[config.mk]
export PLATFORM = sky130hd
export DESIGN_NAME = spe_queue
export DESIGN_NICKNAME = d
export VERILOG_FILES = /design/src/sv/spe_pkg.sv /design/src/sv/spe_queue.sv
export VERILOG_INCLUDE_DIRS = /design/src /design/src/sv
export SDC_FILE = /design/constraint.sdc
export NUM_CORES = 1
export LEC_CHECK = 0
export BUFFER_PORTS_ARGS = -buffer_cell sky130_fd_sc_hd__buf_4
export CAP_MARGIN = 40
export CORE_UTILIZATION = 48
export DETAILED_ROUTE_END_ITERATION = 8
export PLACE_DENSITY = 0.74
export SYNTH_ARGS = -nofsm -noshare
export SYNTH_HDL_FRONTEND = slang
export SYNTH_SLANG_ARGS = --single-unit
[constraint.sdc]
create_clock -name i_clk -period 1.4 [get_ports i_clk]
set_input_delay 0.14 -clock i_clk [delete_from_list [all_inputs] [get_ports i_clk]]
set_output_delay 0.14 -clock i_clk [all_outputs]
set_load 0.01 [all_outputs]
[src/sv/spline_point_evaluator_defines.svh]
// Assertion macros used by the spline point evaluator queue.
`ifndef SPLINE_POINT_EVALUATOR_DEFINES_SVH
`define SPLINE_POINT_EVALUATOR_DEFINES_SVH

// Same-cycle implication, checked outside reset.
`define SPE_ASSERT_IMPL(lbl, ante, cons) \
    lbl: assert property (@(posedge i_clk) disable iff (!i_rst_n) (ante) |-> (cons)) \
        else $error("spline point evaluator assertion failed");

// Next-cycle implication, checked outside reset.
`define SPE_ASSERT_NEXT(lbl, ante, cons) \
    lbl: assert property (@(posedge i_clk) disable iff (!i_rst_n) (ante) |=> (cons)) \
        else $error("spline point evaluator assertion failed");

`endif

[src/sv/spe_pkg.sv]
// Shared types and constants of the spline point evaluator.
package spe_pkg;

    localparam int COORD_W     = 32;
    localparam int POINT_W     = 3 * COORD_W;
    localparam int PARAM_W     = 17;
    localparam int INDEX_W     = 6;
    localparam int COUNT_W     = 7;
    localparam int KIND_W      = 2;
    localparam int CFG_INDEX_W = 2;
    localparam int CFG_DATA_W  = 7;
    localparam int IN_DATA_W   = 120;
    localparam int COEF_W      = 36;
    localparam int QUEUE_DEPTH = 2;

    // x / 3 == (x * RECIP3) >> RECIP3_SHIFT for x below 2**17
    localparam int RECIP3       = 43691;
    localparam int RECIP3_SHIFT = 17;

    localparam logic [KIND_W-1:0] KIND_LINEAR  = 2'd0;
    localparam logic [KIND_W-1:0] KIND_BEZIER  = 2'd1;
    localparam logic [KIND_W-1:0] KIND_CATMULL = 2'd2;

    localparam logic OP_WRITE = 1'b0;
    localparam logic OP_EVAL  = 1'b1;

    localparam logic [CFG_INDEX_W-1:0] REG_KIND   = 2'd0;
    localparam logic [CFG_INDEX_W-1:0] REG_CLOSED = 2'd1;
    localparam logic [CFG_INDEX_W-1:0] REG_COUNT  = 2'd2;

    typedef struct packed {
        logic [KIND_W-1:0]  kind;
        logic               closed;
        logic [COUNT_W-1:0] count;
    } t_cfg;

    typedef struct packed {
        logic [KIND_W-1:0] kind;
        logic              zero;
    } t_eval_ctl;

endpackage

[src/sv/spe_queue.sv]
// Short queue of evaluate items between front and back end.
`include "spline_point_evaluator_defines.svh"

module spe_queue #(
    parameter int WIDTH = 8
) (
    input  logic             i_clk,
    input  logic             i_rst_n,
    input  logic             i_push,
    input  logic [WIDTH-1:0] i_data,
    output logic             o_full,
    input  logic             i_pop,
    output logic [WIDTH-1:0] o_data,
    output logic             o_empty
);

    localparam int DEPTH = spe_pkg::QUEUE_DEPTH;
    localparam int PW    = $clog2(DEPTH);
    localparam int CW    = $clog2(DEPTH + 1);

    logic [WIDTH-1:0] r_slot [DEPTH];
    logic [PW-1:0]    r_wp, r_rp;
    logic [CW-1:0]    r_cnt;

    assign o_full  = r_cnt == CW'(DEPTH);
    assign o_empty = r_cnt == '0;
    assign o_data  = r_slot[r_rp];

    always_ff @(posedge i_clk) begin
        if (!i_rst_n) begin
            r_wp  <= '0;
            r_rp  <= '0;
            r_cnt <= '0;
        end else begin
            if (i_push) begin
                r_wp <= (r_wp == PW'(DEPTH - 1)) ? '0 : r_wp + PW'(1);
            end
            if (i_pop) begin
                r_rp <= (r_rp == PW'(DEPTH - 1)) ? '0 : r_rp + PW'(1);
            end
            if (i_push && !i_pop) begin
                r_cnt <= r_cnt + CW'(1);
            end else if (i_pop && !i_push) begin
                r_cnt <= r_cnt - CW'(1);
            end
        end
    end

    always_ff @(posedge i_clk) begin
        if (i_push) begin
            r_slot[r_wp] <= i_data;
        end
    end

    `SPE_ASSERT_IMPL(a_push_room, i_push, !o_full)
    `SPE_ASSERT_IMPL(a_pop_data, i_pop, !o_empty)
    `SPE_ASSERT_IMPL(a_cnt_bound, 1'b1, r_cnt <= CW'(DEPTH))
    `SPE_ASSERT_NEXT(a_cnt_up, i_push && !i_pop, r_cnt == $past(r_cnt) + CW'(1))

endmodule

After elaboration in Yosys (flattened, before gate mapping)
Memories as Yosys holds them, arrays and structs flattened. A register that Yosys moved wholly into a read port is not among the register bits.
Cells that the tools add are included.
{ "word_totals": {"word_cells": 23, "output_inout_bits": 10, "inputBits": 12, "ram_bits": 16, "ff_bits": 4, "latch_bits": 0, "n_memories": 1, "romBits": 0} }
{ "op_classes": {"order_cmp": 0, "multipliers": 0, "n_bitwise": 0, "div": 0, "n_addsub": 4, "muxes": 8, "shifts": 0, "n_reduce_logical": 6, "eq_ne": 1} }
{ "mem_list": {"columns": ["memory", "depth", "word_bits", "read_ports", "rd_clocked_by_memory_dff", "write_ports", "line", "source"], "rows": [
  ["r_slot", 2, 8, 1, 1, 1, "spe_queue.sv:21", "logic [WIDTH-1:0] r_slot [DEPTH];"]
]} }
{ "op_table": {"columns": ["cell", "count"], "rows": [
  ["1-bit two-way mux", 6],
  ["2-bit two-way mux", 2],
  ["1-bit adder (second input constant)", 2],
  ["2-bit by 1-bit adder with 2-bit output (second input constant)", 1],
  ["2-bit == test (second input constant)", 1],
  ["1-bit logical AND", 2],
  ["1-bit logical NOT", 2],
  ["2-bit logical NOT", 1],
  ["2-bit nonzero test", 1],
  ["2-bit by 1-bit subtractor with 2-bit output (second input constant)", 1]
]} }

Longest topological paths before layout
{ "logic_depth": {"depth_word": 4, "mapped_depth": 5, "ltp_nobuf": 5} }

Least setup slack after synthesis
Ideal clock, no wire load.
{ "synth_timing": {"path_type": "register -> register", "start": "register r_wp", "end": "memory r_slot[0][0] (enable)", "t_required_ps": 1025, "path_slack_ps": 296, "setup_time_ps": 375, "arrival_ps": 730, "period_less_slack_ps": 1104, "n_path_buf": 0, "stages_incl_launch_ff": 2, "cell_sequence": "dfxtp_1 -> nor2b_1"} }
{ "synth_lines": {"columns": ["item", "line", "source"], "rows": [
  ["from (decl)", "spe_queue.sv:22", "logic [PW-1:0] r_wp, r_rp;"],
  ["from (signal assigned)", "spe_queue.sv:36", "r_wp <= (r_wp == PW'(DEPTH - 1)) ? '0 : r_wp + PW'(1);"],
  ["to (decl)", "spe_queue.sv:21", null]
]} }
Straight into the memory's write port.

==> impl_metrics.ini <==
[status]
status = complete, no violations

[synthesis]
synth_enable_flop_cells = 16
synth.net_count = 60
synth_top_area_cell = edfxtp_1
synth.distinct_cells = 16
syn_area_per_cell_um2 = 16.90
synth_warnings = 0
seq_area_frac_synth_pct = 73.07
synth_area_leaders = edfxtp_1 60%, dfxtp_1 13%, mux2_2 11%, and2_1 3.1%, xor2_1 2.2%
synthFlopType = edfxtp_1
synthCells = 47
yosysMostFrequentCell = edfxtp_1
yosys-top-cells-count = 16 x edfxtp_1, 8 x mux2_2, 5 x dfxtp_1
syn-cell-area_um2 = 794.5
asyncSetResetFlopFracSynth_pct = 0
ys_ff_latch = 21
netlist.area_leader.share_pct = 60.47

[timing]
skew_ns = 0.004660
setup_violations = 0
slew_violations = 0
slew_headroom_pct = 72.93
rsz0062_at_grt = yes
worst_pin_slew_ns = 0.4060
max_freq_mhz = 751.0
tns_ns = 0
min_period_ns = 1.332
post-route-period-util_pct = 95.12
hold_viol = 0

[clocking]
cts.clk_slew.worst_paths_ns = 0.11
cts_buffers = 3
cts.htree.levels = 1
post_cts_buffers = 0
worstSkewPairLatency_ns = 0.29
cts_tree = yes
clock-sinks = 21
cts_buffer_depth = 2
cts-root-buf = clkbuf_4

[layout]
area_growth_pct = 28.19
fin_nets = 87
final_area_um2 = 1018
final_layout_size_suffix_gt1_share_pct = 47.95
final_cell_count_no_fill = 89
n_antenna_cell = 0

[route]
wl_um = 1085
vias_per_cell = 4.944
drt_iter0_markers = 8
wire_per_inst_um = 12.19
detail_route.drc_violations = 0
antenna_left = 0
drtPass1Iterations = 3
vias = 440

[global_routing]
grt_overflow = 0
antenna_found_initial = 0
grt_pass1_wl_um = 1745
grt_pass1_vias = 392
grt_max_degree = 12
grtUsageTotal_pct = 13.82

[placed_design]
globalplace.congestion = 0.6766
dpl_cell_area_um2 = 974.7
post-place-cells = 84
portBuffers = 21
post-dp-hpwl_um = 782.9

[pwr]
vdd_drop_max_uv = 717.1
power_density_nw_per_um2 = 1183
leakage_uw = 0.0004085

[setup_path]
reg2reg_to = r_slot[0][7]
startpoint_type = flip-flop
required_ns = 1.26
arrival_ns = 1.19
timing.reg2reg.setup_slack_ns = 0.30
rr_startpoint = r_wp
endpoint_kind = output pin
crit_type = flip-flop to output pin
cp_max_fo = 8
r2r_cells = 2

[floorplanning]
die_area_um2 = 1822
design.core.area_um2 = 1524
io_pins = 22
die_h_um = 42.69
fp-row-count = 14
fp.dieW_um = 42.69
start_util_pct = 52.13

[run]
cap_violations = 0

[hold_path]
hold_start = i_data[5]
hold_depth = 1
holdCritPathClass = input pin to flip-flop
whs_endpoint = r_slot[1][5]
## logic make-up (layout without fill, tap and decap cells)
| kind of cell | Yosys count | after routing | share of synthesized area (%) |
|---|---|---|---|
| AO/OA/AOI/OAI | 3 | 3 | 2.520 |
| XOR/XNOR | 3 | 3 | 3.308 |
| adder cells (fa/ha/maj) | 1 | 1 | 1.575 |
| AND/OR/NAND/NOR | 9 | 9 | 7.086 |
| flip-flops | 21 | 21 | 73.07 |
| multiplexers | 8 | 8 | 11.34 |
| buffers and inverters | 2 | 28 | 1.101 |
## critical path, cell delays in order, from the launching register on
cell and delay (ns):
dfxtp_4 0.42, mux2_2 0.34, buf_4 0.14
## what timing repair did
| action | in CTS | in global routing |
|---|---|---|
| hold buffers | 0 | 1 |
| gates resized for setup | 2 | 1 |
| hold endpoints to repair | 0 | 2 |
| setup endpoints to repair | 8 | 1 |
## how the worst max path moves through the flow
| stage | from | endpoint | slack, ns | cells past startpoint |
|---|---|---|---|---|
| 2_1_floorplan | r_wp | r_slot[0][0] | 0.30 | 1 |
| 3_3_place_gp | flip-flop | o_data[2] | 0.23 | 2 |
| 3_5_place_dp | i_push | r_cnt[1] | 0.21 | 4 |
| 4_1_cts | flip-flop | o_data[2] | 0.04 | 2 |
| 5_1_grt | flip-flop | o_data[0] | -0.003 | 2 |
| 6_report | flip-flop | o_data[5] | 0.07 | 2 |
## per-layer routing
metal,routed length [µm],GRT usage (%),vias up
met3,56,3.830,0
met1,519,18.64,208
met4,0,9.375,0
met5,0,0,-
li1,-,-,220
met2,509,19.39,12
## sequential cells by signal, indices dropped and copies added, names as in the netlist, named ones only
name,count
r_slot,16
r_cnt,2
r_rp,1
r_wp,1
## report_power, final
group          switching (µW)  leakage [µW]  internal (µW)
registers                23.7      0.000192            713
clock network             166     0.0000150            111
logic                    73.2      0.000201            118
total                     263      0.000408            942
## cells in the final DEF, fill, tap and decap left out, drive strengths merged
cell type,count
edfxtp,16
dlygate4sd3,1
o21ai,1
o21a,1
nor2,1
or3,1
clkbuf,4
and2b,1
and2,4
ha,1
buf,22
inv,1
a21boi,1
xnor2,1
dfxtp,5
mux2,8
nor2b,2
xor2,2
## area by class of cell
class                   instances  area (µm²)
fillers                       125       505.5
repair buffers                 23       175.2
inverters                       1       3.754
clock buffers                   4       26.28
well taps                      16       20.02
multi-input cells              24       209.0
flip-flops and latches         21       584.3
## per-stage QoR
stage	hold slack (ns)	total power (µW)	setup WS, ns	utilization (%)
after global placement	0.3251	935.2	0.2319	63.96
after detailed placement	0.3280	940.5	0.2077	63.96
after CTS	0.006617	1221	0.03599	65.93
final	0.01917	1205	0.06839	66.83
after floorplan	0.2389	846.0	0.2957	-
after global routing	0.001781	1270	-0.003181	66.83
No activity file was read; power rests on OpenSTA's default activity.
